`src/design/cbe_pkg.sv`:
```
// ----------------------------------------------------------------------------
// cbe_pkg
// shared constants and types of the cubic bezier easing block
// ----------------------------------------------------------------------------
package cbe_pkg;

	localparam int FRAC_BITS         = 16;
	localparam int NEWTON_STEPS_DEF  = 10;
	localparam int VAL_W             = 18;   // q2.16 value width
	localparam int CX_W              = 17;   // control x width
	localparam int MUL_A_W           = 24;
	localparam int MUL_B_W           = 20;
	localparam int MUL_P_W           = MUL_A_W + MUL_B_W;
	localparam int MUL_M_W           = MUL_P_W - FRAC_BITS;
	localparam int ACC_W             = 32;
	localparam int QUO_W             = 18;   // quotient bits kept before clamp
	localparam int CFG_IDX_W         = 2;

	localparam logic [CFG_IDX_W-1:0] REG_CTRL1_X = 2'd0;
	localparam logic [CFG_IDX_W-1:0] REG_CTRL1_Y = 2'd1;
	localparam logic [CFG_IDX_W-1:0] REG_CTRL2_X = 2'd2;
	localparam logic [CFG_IDX_W-1:0] REG_CTRL2_Y = 2'd3;

	typedef struct packed {
		logic             busy;
		logic             done;
		logic             ovf;
		logic             neg;
		logic [QUO_W-1:0] quo;
	} div_res_t;

endpackage

```
`src/design/cbe_in_if.sv`:
```
// ----------------------------------------------------------------------------
// cbe_in_if
// request channel carrying one time value
// ----------------------------------------------------------------------------
interface cbe_in_if;
	logic              valid;
	logic              ready;
	logic signed [17:0] time_in;
	modport source (output valid, output time_in, input ready);
	modport sink (input valid, input time_in, output ready);
endinterface

```
`src/design/cbe_out_if.sv`:
```
// ----------------------------------------------------------------------------
// cbe_out_if
// result channel carrying one eased value
// ----------------------------------------------------------------------------
interface cbe_out_if;
	logic              valid;
	logic              ready;
	logic signed [17:0] eased_value;
	modport source (output valid, output eased_value, input ready);
	modport sink (input valid, input eased_value, output ready);
endinterface

```
`src/design/cbe_fmul.sv`:
```
// ----------------------------------------------------------------------------
// cbe_fmul
// shared fixed point multiplier, product floored by the fraction shift
// ----------------------------------------------------------------------------
module cbe_fmul (
	input  logic signed [cbe_pkg::MUL_A_W-1:0] a,
	input  logic signed [cbe_pkg::MUL_B_W-1:0] b,
	output logic signed [cbe_pkg::MUL_M_W-1:0] m
);
	logic signed [cbe_pkg::MUL_P_W-1:0] prod;

	assign prod = a * b;
	// dropping low bits of two's complement floors toward minus infinity
	assign m = prod[cbe_pkg::MUL_P_W-1:cbe_pkg::FRAC_BITS];
endmodule

```
`src/design/cbe_div.sv`:
```
// ----------------------------------------------------------------------------
// cbe_div
// serial restoring divider for the newton step, one quotient bit a cycle
// ----------------------------------------------------------------------------
module cbe_div (
	input  logic                             clk,
	input  logic                             arst_n,
	input  logic                             start,
	input  logic signed [cbe_pkg::ACC_W-1:0] num,
	input  logic signed [cbe_pkg::ACC_W-1:0] den,
	output cbe_pkg::div_res_t                res
);
	localparam int NM_W  = cbe_pkg::ACC_W + cbe_pkg::FRAC_BITS;
	localparam int DS_W  = cbe_pkg::ACC_W + cbe_pkg::QUO_W;
	localparam int CNT_W = $clog2(cbe_pkg::QUO_W);

	logic                      run_q;
	logic                      done_q;
	logic                      ovf_q;
	logic                      neg_q;
	logic [cbe_pkg::QUO_W-1:0] quo_q;
	logic [NM_W-1:0]           rem_q;
	logic [DS_W-1:0]           dsh_q;
	logic [CNT_W-1:0]          cnt_q;

	logic [cbe_pkg::ACC_W-1:0] num_mag;
	logic [cbe_pkg::ACC_W-1:0] den_mag;
	logic [NM_W-1:0]           nm;
	logic [DS_W-1:0]           dlim;
	logic                      fits;

	always_comb begin
		num_mag = num[cbe_pkg::ACC_W-1] ? cbe_pkg::ACC_W'(-num) : cbe_pkg::ACC_W'(num);
		den_mag = den[cbe_pkg::ACC_W-1] ? cbe_pkg::ACC_W'(-den) : cbe_pkg::ACC_W'(den);
		nm      = {num_mag, {cbe_pkg::FRAC_BITS{1'b0}}};
		dlim    = {den_mag, {cbe_pkg::QUO_W{1'b0}}};
		fits    = DS_W'(rem_q) >= dsh_q;
	end

	always_ff @(posedge clk or negedge arst_n) begin
		if (!arst_n) begin
			run_q  <= 1'b0;
			done_q <= 1'b0;
			ovf_q  <= 1'b0;
			cnt_q  <= '0;
		end else begin
			done_q <= 1'b0;
			if (start) begin
				neg_q <= num[cbe_pkg::ACC_W-1] ^ den[cbe_pkg::ACC_W-1];
				quo_q <= '0;
				rem_q <= nm;
				dsh_q <= dlim >> 1;
				cnt_q <= CNT_W'(cbe_pkg::QUO_W - 1);
				// quotient beyond the kept bits always clamps the parameter
				if (DS_W'(nm) >= dlim) begin
					ovf_q  <= 1'b1;
					done_q <= 1'b1;
				end else begin
					ovf_q <= 1'b0;
					run_q <= 1'b1;
				end
			end else if (run_q) begin
				if (fits) begin
					rem_q <= NM_W'(DS_W'(rem_q) - dsh_q);
				end
				quo_q <= {quo_q[cbe_pkg::QUO_W-2:0], fits};
				dsh_q <= dsh_q >> 1;
				cnt_q <= cnt_q - 1'b1;
				if (cnt_q == '0) begin
					run_q  <= 1'b0;
					done_q <= 1'b1;
				end
			end
		end
	end

	assign res.busy = run_q;
	assign res.done = done_q;
	assign res.ovf  = ovf_q;
	assign res.neg  = neg_q;
	assign res.quo  = quo_q;
endmodule

```
`src/design/cubic_bezier_easing_top.sv`:
```
// ----------------------------------------------------------------------------
// cubic_bezier_easing_top
// cubic bezier easing curve, newton solve of x(u)=t then y(u), q2.16
// ----------------------------------------------------------------------------
//  channel   dir  payload              handshake
//  in_ch     in   time_in     s18      valid/ready
//  out_ch    out  eased_value s18      valid/ready
//  cfg       in   cfg_index, cfg_data  cfg_we, no wait
//
//  t at or below 0 or at or above 1: the solve is skipped and the result goes
//  from S_DONE into the output register; otherwise each newton step runs the
//  micro ops OP_VV through OP_CUBE on the single shared multiplier, then waits
//  in S_DIVW for the bit-serial divider; the final y evaluation runs them again
//  reset restores the default control points; no other state survives a request
//  in_ch.ready is low while a request is in work; a result waiting in the
//  output register does not block the next request
// ----------------------------------------------------------------------------
module cubic_bezier_easing_top #(
	parameter int NEWTON_STEPS = cbe_pkg::NEWTON_STEPS_DEF
) (
	input  logic                              clk,
	input  logic                              arst_n,
	cbe_in_if.sink                            in_ch,
	cbe_out_if.source                         out_ch,
	input  logic                              cfg_we,
	input  logic [cbe_pkg::CFG_IDX_W-1:0]     cfg_index,
	input  logic [cbe_pkg::VAL_W-1:0]         cfg_data
);
	localparam int ITER_W = $clog2(NEWTON_STEPS + 1);
	localparam int VW     = cbe_pkg::VAL_W;
	localparam int AW     = cbe_pkg::ACC_W;
	localparam int MW     = cbe_pkg::MUL_M_W;
	localparam logic signed [VW-1:0] ONE   = VW'(1 << cbe_pkg::FRAC_BITS);
	localparam logic signed [AW-1:0] O_MAX = AW'((1 << (VW - 1)) - 1);
	localparam logic signed [AW-1:0] O_MIN = -AW'(1 << (VW - 1));

	// sequencer states
	localparam logic [1:0] S_IDLE = 2'd0;
	localparam logic [1:0] S_CALC = 2'd1;
	localparam logic [1:0] S_DIVW = 2'd2;
	localparam logic [1:0] S_DONE = 2'd3;

	// multiplier micro ops
	localparam logic [3:0] OP_VV   = 4'd0;
	localparam logic [3:0] OP_UU   = 4'd1;
	localparam logic [3:0] OP_VU   = 4'd2;
	localparam logic [3:0] OP_D1   = 4'd3;
	localparam logic [3:0] OP_D2   = 4'd4;
	localparam logic [3:0] OP_D3   = 4'd5;
	localparam logic [3:0] OP_W1   = 4'd6;
	localparam logic [3:0] OP_C1   = 4'd7;
	localparam logic [3:0] OP_W2   = 4'd8;
	localparam logic [3:0] OP_C2   = 4'd9;
	localparam logic [3:0] OP_CUBE = 4'd10;

	// configuration registers
	logic [cbe_pkg::CX_W-1:0] ctrl1_x_q;
	logic signed [VW-1:0]     ctrl1_y_q;
	logic [cbe_pkg::CX_W-1:0] ctrl2_x_q;
	logic signed [VW-1:0]     ctrl2_y_q;

	logic [1:0]               state_q;
	logic [3:0]               op_q;
	logic                     final_q;
	logic [ITER_W-1:0]        iter_q;
	logic signed [VW-1:0]     t_q;
	logic signed [VW-1:0]     u_q;
	logic signed [cbe_pkg::MUL_A_W-1:0] vv_q;
	logic signed [cbe_pkg::MUL_A_W-1:0] uu_q;
	logic signed [cbe_pkg::MUL_A_W-1:0] vu_q;
	logic signed [cbe_pkg::MUL_A_W-1:0] w_q;
	logic signed [AW-1:0]     acc_q;
	logic signed [AW-1:0]     d_q;
	logic signed [VW-1:0]     res_q;
	logic                     out_valid_q;
	logic signed [VW-1:0]     out_data_q;

	logic signed [VW:0]       v;
	logic signed [VW-1:0]     x1;
	logic signed [VW-1:0]     x2;
	logic signed [VW-1:0]     c1;
	logic signed [VW-1:0]     c2;
	logic signed [cbe_pkg::MUL_A_W-1:0] mul_a;
	logic signed [cbe_pkg::MUL_B_W-1:0] mul_b;
	logic signed [MW-1:0]     mul_m;
	logic signed [AW-1:0]     m1;
	logic signed [AW-1:0]     m3;
	logic signed [AW-1:0]     acc_next;
	logic signed [AW-1:0]     diff;
	logic signed [VW-1:0]     res_sat;
	logic                     div_start;
	cbe_pkg::div_res_t        div_res;
	logic signed [VW+1:0]     step;
	logic signed [VW+2:0]     u_new;
	logic signed [VW-1:0]     u_clamp;
	logic                     out_load;

	always_ff @(posedge clk or negedge arst_n) begin
		if (!arst_n) begin
			ctrl1_x_q <= 17'd16384;
			ctrl1_y_q <= 18'sd6554;
			ctrl2_x_q <= 17'd16384;
			ctrl2_y_q <= 18'sd65536;
		end else if (cfg_we) begin
			unique case (cfg_index)
				cbe_pkg::REG_CTRL1_X: ctrl1_x_q <= cfg_data[cbe_pkg::CX_W-1:0];
				cbe_pkg::REG_CTRL1_Y: ctrl1_y_q <= cfg_data;
				cbe_pkg::REG_CTRL2_X: ctrl2_x_q <= cfg_data[cbe_pkg::CX_W-1:0];
				cbe_pkg::REG_CTRL2_Y: ctrl2_y_q <= cfg_data;
				default: ;
			endcase
		end
	end

	// operand selection for the shared multiplier
	always_comb begin
		v  = (VW + 1)'(ONE) - (VW + 1)'(u_q);
		x1 = {1'b0, ctrl1_x_q};
		x2 = {1'b0, ctrl2_x_q};
		// slope always uses x; the curve uses y on the final pass
		c1 = final_q ? ctrl1_y_q : x1;
		c2 = final_q ? ctrl2_y_q : x2;
		mul_a = '0;
		mul_b = '0;
		unique case (op_q)
			OP_VV: begin
				mul_a = cbe_pkg::MUL_A_W'(v);
				mul_b = cbe_pkg::MUL_B_W'(v);
			end
			OP_UU: begin
				mul_a = cbe_pkg::MUL_A_W'(u_q);
				mul_b = cbe_pkg::MUL_B_W'(u_q);
			end
			OP_VU: begin
				mul_a = cbe_pkg::MUL_A_W'(v);
				mul_b = cbe_pkg::MUL_B_W'(u_q);
			end
			OP_D1: begin
				mul_a = vv_q;
				mul_b = cbe_pkg::MUL_B_W'(x1);
			end
			OP_D2: begin
				mul_a = vu_q;
				mul_b = cbe_pkg::MUL_B_W'(x2 - x1);
			end
			OP_D3: begin
				mul_a = uu_q;
				mul_b = cbe_pkg::MUL_B_W'(ONE - x2);
			end
			OP_W1: begin
				mul_a = vv_q;
				mul_b = cbe_pkg::MUL_B_W'(u_q);
			end
			OP_C1: begin
				mul_a = w_q;
				mul_b = cbe_pkg::MUL_B_W'(c1);
			end
			OP_W2: begin
				mul_a = uu_q;
				mul_b = cbe_pkg::MUL_B_W'(v);
			end
			OP_C2: begin
				mul_a = w_q;
				mul_b = cbe_pkg::MUL_B_W'(c2);
			end
			OP_CUBE: begin
				mul_a = uu_q;
				mul_b = cbe_pkg::MUL_B_W'(u_q);
			end
			default: ;
		endcase
	end

	cbe_fmul u_fmul (
		.a(mul_a),
		.b(mul_b),
		.m(mul_m)
	);

	// bernstein weights 3, 6, 3 and 3, 3, 1 applied as shifts and adds
	always_comb begin
		m1 = AW'(mul_m);
		m3 = m1 + (m1 <<< 1);
		unique case (op_q)
			OP_D1, OP_C1: acc_next = m3;
			OP_D2:        acc_next = acc_q + (m3 <<< 1);
			OP_D3, OP_C2: acc_next = acc_q + m3;
			OP_CUBE:      acc_next = acc_q + m1;
			default:      acc_next = acc_q;
		endcase
		diff = acc_next - AW'(t_q);
		if (acc_next > O_MAX) begin
			res_sat = VW'(O_MAX);
		end else if (acc_next < O_MIN) begin
			res_sat = VW'(O_MIN);
		end else begin
			res_sat = VW'(acc_next);
		end
	end

	assign div_start = (state_q == S_CALC) && (op_q == OP_CUBE) && !final_q && (d_q != '0);

	cbe_div u_div (
		.clk(clk),
		.arst_n(arst_n),
		.start(div_start),
		.num(diff),
		.den(d_q),
		.res(div_res)
	);

	// parameter update with clamp to the q2.16 range
	always_comb begin
		step = div_res.neg ? -(VW + 2)'({2'b00, div_res.quo})
			: (VW + 2)'({2'b00, div_res.quo});
		u_new = (VW + 3)'(u_q) - (VW + 3)'(step);
		if (div_res.ovf) begin
			// huge positive step drives u to the floor, negative to the ceiling
			u_clamp = div_res.neg ? VW'(O_MAX) : VW'(O_MIN);
		end else if (u_new > (VW + 3)'(O_MAX)) begin
			u_clamp = VW'(O_MAX);
		end else if (u_new < (VW + 3)'(O_MIN)) begin
			u_clamp = VW'(O_MIN);
		end else begin
			u_clamp = VW'(u_new);
		end
	end

	assign out_load = (state_q == S_DONE) && (!out_valid_q || out_ch.ready);

	always_ff @(posedge clk or negedge arst_n) begin
		if (!arst_n) begin
			state_q     <= S_IDLE;
			op_q        <= OP_VV;
			final_q     <= 1'b0;
			iter_q      <= '0;
			out_valid_q <= 1'b0;
		end else begin
			if (out_load) begin
				out_valid_q <= 1'b1;
			end else if (out_ch.ready) begin
				out_valid_q <= 1'b0;
			end
			unique case (state_q)
				S_IDLE: begin
					if (in_ch.valid) begin
						t_q     <= in_ch.time_in;
						u_q     <= in_ch.time_in;
						op_q    <= OP_VV;
						final_q <= 1'b0;
						iter_q  <= '0;
						// out of range times skip the solve
						if (in_ch.time_in <= 0) begin
							res_q   <= '0;
							state_q <= S_DONE;
						end else if (in_ch.time_in >= ONE) begin
							res_q   <= ONE;
							state_q <= S_DONE;
						end else begin
							state_q <= S_CALC;
						end
					end
				end
				S_CALC: begin
					acc_q <= acc_next;
					unique case (op_q)
						OP_VV: vv_q <= cbe_pkg::MUL_A_W'(mul_m);
						OP_UU: uu_q <= cbe_pkg::MUL_A_W'(mul_m);
						OP_VU: vu_q <= cbe_pkg::MUL_A_W'(mul_m);
						OP_D3: d_q  <= acc_next;
						OP_W1, OP_W2: w_q <= cbe_pkg::MUL_A_W'(mul_m);
						default: ;
					endcase
					if (op_q == OP_CUBE) begin
						op_q <= OP_VV;
						if (final_q) begin
							res_q   <= res_sat;
							state_q <= S_DONE;
						end else if (d_q == '0) begin
							// flat slope ends the solve early
							final_q <= 1'b1;
						end else begin
							state_q <= S_DIVW;
						end
					end else begin
						op_q <= op_q + 1'b1;
					end
				end
				S_DIVW: begin
					if (div_res.done) begin
						u_q     <= u_clamp;
						iter_q  <= iter_q + 1'b1;
						state_q <= S_CALC;
						if (iter_q == ITER_W'(NEWTON_STEPS - 1)) begin
							final_q <= 1'b1;
						end
					end
				end
				S_DONE: begin
					if (out_load) begin
						out_data_q <= res_q;
						state_q    <= S_IDLE;
					end
				end
				default: state_q <= S_IDLE;
			endcase
		end
	end

	assign in_ch.ready        = (state_q == S_IDLE);
	assign out_ch.valid       = out_valid_q;
	assign out_ch.eased_value = out_data_q;

`ifndef SYNTH
	// no request is taken while the divider is still working
	a_ready_div_idle: assert property (@(posedge clk) disable iff (!arst_n)
		in_ch.ready |-> !div_res.busy) else $error("request taken during divide");
	// divider results only arrive while the sequencer waits for them
	a_done_in_wait: assert property (@(posedge clk) disable iff (!arst_n)
		div_res.done |-> (state_q == S_DIVW)) else $error("stray divider result");
	// step count never passes the configured limit
	a_iter_bound: assert property (@(posedge clk) disable iff (!arst_n)
		iter_q <= ITER_W'(NEWTON_STEPS)) else $error("too many newton steps");
`endif
endmodule

```
`src/flat_wrapper.sv`:
```
// flat-port wrapper written by rule: the top's interface ports become plain ports
module cubic_bezier_easing_top_flat 
#(
	parameter int NEWTON_STEPS = cbe_pkg::NEWTON_STEPS_DEF
)
  (clk, arst_n, cfg_we, cfg_index, cfg_data, in_ch_valid, in_ch_time_in, in_ch_ready, out_ch_valid, out_ch_eased_value, out_ch_ready);
  cbe_in_if in_ch_i ();
  cbe_out_if out_ch_i ();
  input  logic clk;
  input  logic arst_n;
  input  logic cfg_we;
  input  logic [cbe_pkg::CFG_IDX_W-1:0] cfg_index;
  input  logic [cbe_pkg::VAL_W-1:0] cfg_data;
  input wire logic [$bits(in_ch_i.valid)-1:0] in_ch_valid;
  input wire logic [$bits(in_ch_i.time_in)-1:0] in_ch_time_in;
  output wire logic [$bits(in_ch_i.ready)-1:0] in_ch_ready;
  output wire logic [$bits(out_ch_i.valid)-1:0] out_ch_valid;
  output wire logic [$bits(out_ch_i.eased_value)-1:0] out_ch_eased_value;
  input wire logic [$bits(out_ch_i.ready)-1:0] out_ch_ready;
  assign in_ch_i.valid = in_ch_valid;
  assign in_ch_i.time_in = in_ch_time_in;
  assign in_ch_ready = in_ch_i.ready;
  assign out_ch_valid = out_ch_i.valid;
  assign out_ch_eased_value = out_ch_i.eased_value;
  assign out_ch_i.ready = out_ch_ready;
  cubic_bezier_easing_top #(.NEWTON_STEPS(NEWTON_STEPS)) u_core (.clk(clk), .arst_n(arst_n), .in_ch(in_ch_i), .out_ch(out_ch_i), .cfg_we(cfg_we), .cfg_index(cfg_index), .cfg_data(cfg_data));
endmodule
```
`config.mk`:
```
export PLATFORM = sky130hd
export DESIGN_NAME = cubic_bezier_easing_top_flat
export DESIGN_NICKNAME = d
export VERILOG_FILES = /design/src/design/cbe_pkg.sv /design/src/design/cbe_in_if.sv /design/src/design/cbe_out_if.sv /design/src/design/cbe_fmul.sv /design/src/design/cbe_div.sv /design/src/design/cubic_bezier_easing_top.sv /design/src/flat_wrapper.sv
export SDC_FILE = /design/constraint.sdc
export NUM_CORES = 2
export LEC_CHECK = 0
export BUFFER_PORTS_ARGS = -buffer_cell sky130_fd_sc_hd__buf_2
export CORE_MARGIN = 1
export CORE_UTILIZATION = 25
export DETAILED_ROUTE_END_ITERATION = 10
export PLACE_DENSITY = 0.47
export SLEW_MARGIN = 10
export SYNTH_ARGS = -nofsm -noshare
export SYNTH_HDL_FRONTEND = slang
export SYNTH_SLANG_ARGS = --single-unit
```
`constraint.sdc`:
```
create_clock -name clk -period 23.3 [get_ports clk]
set_clock_uncertainty 0.2 [all_clocks]
set_input_delay 0 -clock clk [delete_from_list [all_inputs] [get_ports clk]]
set_output_delay 0 -clock clk [all_outputs]
set_load 0.05 [all_outputs]
```
==> impl_metrics.ini <==
[run_status]
outcome = complete, no violations

[die]
pin_count = 63
design.core.area_um2 = 195000
die_w_um = 446
start_util_pct = 25.2
die_y_um = 446
die-area_um2 = 199000
fp-row-count = 162

[yosys]
syn_nets = 6187
synth_edf_count = 349
synth_common_cells = 698 x inv_1, 602 x nand2_1, 499 x fa_1
syn_inst = 5285
yosysTopAreaCellShare_pct = 21.3
ys_types = 99
syn_area_um2 = 49300
synth_flop_cell = edfxtp_1
ys_seq_elements = 439
ys_warn_count = 0
synth-seq-area-share_pct = 25.9
synth-async-reset-ratio_pct = 20.5
yosys-top-cells-area = edfxtp_1 21%, fa_1 20%, ha_1 9.1%
synth.most_common_cell = inv_1
avgSynthCellArea_um2 = 9.33
yosysTopAreaCell = edfxtp_1

[critical_path]
crit_arrival_ps = 21760
critPathRequiredTime_ps = 23610
critical-path-slowest-cell = xnor2_1
end_kind = flip-flop
crit_type = reg2reg
crit_path_start_kind = flip-flop
crit_top_cell = fa_1
max_stage_delay_ps = 690
critPathMaxFanout = 12

[hold_path]
min_path_type = in2reg

[place]
hpwlAfterDp_um = 126000
io_buffer_count = 62
gp_congestion = 0.902

[cts]
cts_root_buf = clkbuf_16
cts_buffer_depth = 3
numCtsBuffers = 49
clock_latency_ps = 630
cts_max_level = 2
cts_setup_buffers = 0
cts_tree = built
clkTransAtPathRegs_ps = 60
cts.sinks = 439

[drt]
route.detailed.drc = 0
dr.first_iter.drc_count = 2704
num_vias = 39126
wire_per_inst_um = 20.0
viasPerCell = 4.87
dr.pass1.iters = 6
routed_wl_um = 160000
ant_nets = 0

[grt]
grt_pass1_wl_um = 246000
grt_overflow = 0
grt_usage_pct = 16.0
grt_pass1_vias = 39820
grt_max_degree = 85
antenna_found_initial = 2

[layout]
final_net_count = 6265
drive_gt1_share_pct = 7.74
synthToLayoutAreaGrowth_pct = 12.6

[sta]
worst_slew_pin_slew_ps = 1200
rsz0062_at_grt = no
fmax_ghz = 0.0466
final.min_clock_period_ps = 21460
setup_violations = 0
post-route-period-util_pct = 92.1
final_hold_viol_count = 0
slew_viol_final = 0
final.setup.tns_ps = 0
slew_headroom_pct = 19.4

[flow_run]
cap_violations = 0
[cell type report]
type | count | area, um2
Tap cell | 2624 | 3280
Multi-Input combinational cell | 3925 | 33300
Inverter | 699 | 2620
Clock inverter | 33 | 367
Timing Repair Buffer | 249 | 1900
Sequential cell | 439 | 12700
Clock buffer | 57 | 1280
Antenna cell | 1 | 2.50
Fill cell | 20884 | 140000
[placed cells by master, fill, tap and decap left out, types with 72 or more instances in the layout]
cell / Yosys / routed
o21ai_0: 248 / 243
ha_1: 360 / 360
nor3_1: 84 / 78
nand2_1: 602 / 602
edfxtp_1: 349 / 349
xor2_1: 140 / 138
a21o_1: 103 / 103
inv_1: 698 / 698
buf_4: 4 / 115
nand3_1: 94 / 94
fa_1: 499 / 499
a21oi_1: 223 / 222
dlygate4sd3_1: 0 / 72
dfrtp_1: 80 / 79
xnor2_1: 159 / 159
nor2_1: 373 / 370
[final timing paths]
kind,from,to,slack (ps),cells after the start
setup / recovery,u_core.u_q[1],u_core.u_div.done_q,1840,72
hold / removal,cfg_data[3],u_core.ctrl2_x_q[3],30,3
setup reg to reg,u_core.u_q[1],u_core.u_div.done_q,1840,72
hold reg to reg,u_core.res_q[1],u_core.out_ch.eased_value[1],220,0
max in group asynchronous,arst_n,u_core.ctrl1_x_q[12],21310,4
min in group asynchronous,arst_n,u_core.state_q[1],250,3
[logic make-up after synthesis]
kind of cell | Yosys count | synth area share (%)
simple gates | 1558 | 14.8
compound gates | 1098 | 15.0
buf+inv | 921 | 7.10
fa+ha+maj | 859 | 29.4
flops | 439 | 25.9
xor+xnor | 300 | 5.36
mux | 110 | 2.40
[stage by stage]
step                      setup slack, ps  area, um2  hold slack [ps]  utilization, %  cells
final                                1840      55500             33.0            28.4   8027
after global routing                 57.0      55500             25.9            28.4   8026
after detailed placement             1450      53100             -209            27.2   7864
after floorplan                      4870      49300             -496               -   5285
after CTS                            1400      55500             1.75            28.4   8026
after global placement               1770      53100             -217            27.2   7864
[critical path: cells and delay by family (launching register included)]
family	cells	cell delay (ps)
mux	1	300
fa+ha+maj	13	5840
buf+inv	6	620
simple gates	21	5700
compound gates	28	7020
xor+xnor	3	1140
flops	1	500
[repair_timing]
item	CTS	global route
endpoints found under the hold margin	198	0
hold buffers	72	0
endpoints found under the setup margin	0	3
resized for setup	0	5
[layer usage]
metal  part of all wire (%)  vias to the layer above  track usage [%]
met5                      0                        -                0
met4                    2.3                        0             3.65
met3                    4.9                      162             1.65
met2                     48                      968             27.1
met1                     45                    19701             21.7
li1                       -                    18295                -
[state kept, by name, indices dropped and copies added (netlist names), 2 cells and up]
signal                     cells
u_core.ctrl1_x_q              17
u_core.vv_q                   24
u_core.ctrl1_y_q              18
u_core.w_q                    24
u_core.u_div.dsh_q            50
u_core.vu_q                   24
u_core.iter_q                  4
u_core.res_q                  18
u_core.u_q                    18
u_core.d_q                    32
u_core.t_q                    18
u_core.u_div.rem_q            48
u_core.u_div.cnt_q             5
u_core.uu_q                   24
u_core.ctrl2_y_q              18
u_core.ctrl2_x_q              17
u_core.op_q                    4
u_core.acc_q                  32
u_core.out_ch.eased_value     18
u_core.u_div.quo_q            18
u_core.state_q                 2
Power is left out: the tool's default activity adds up to more than one toggle a clock period on the data nets, which glitch-free logic cannot reach.
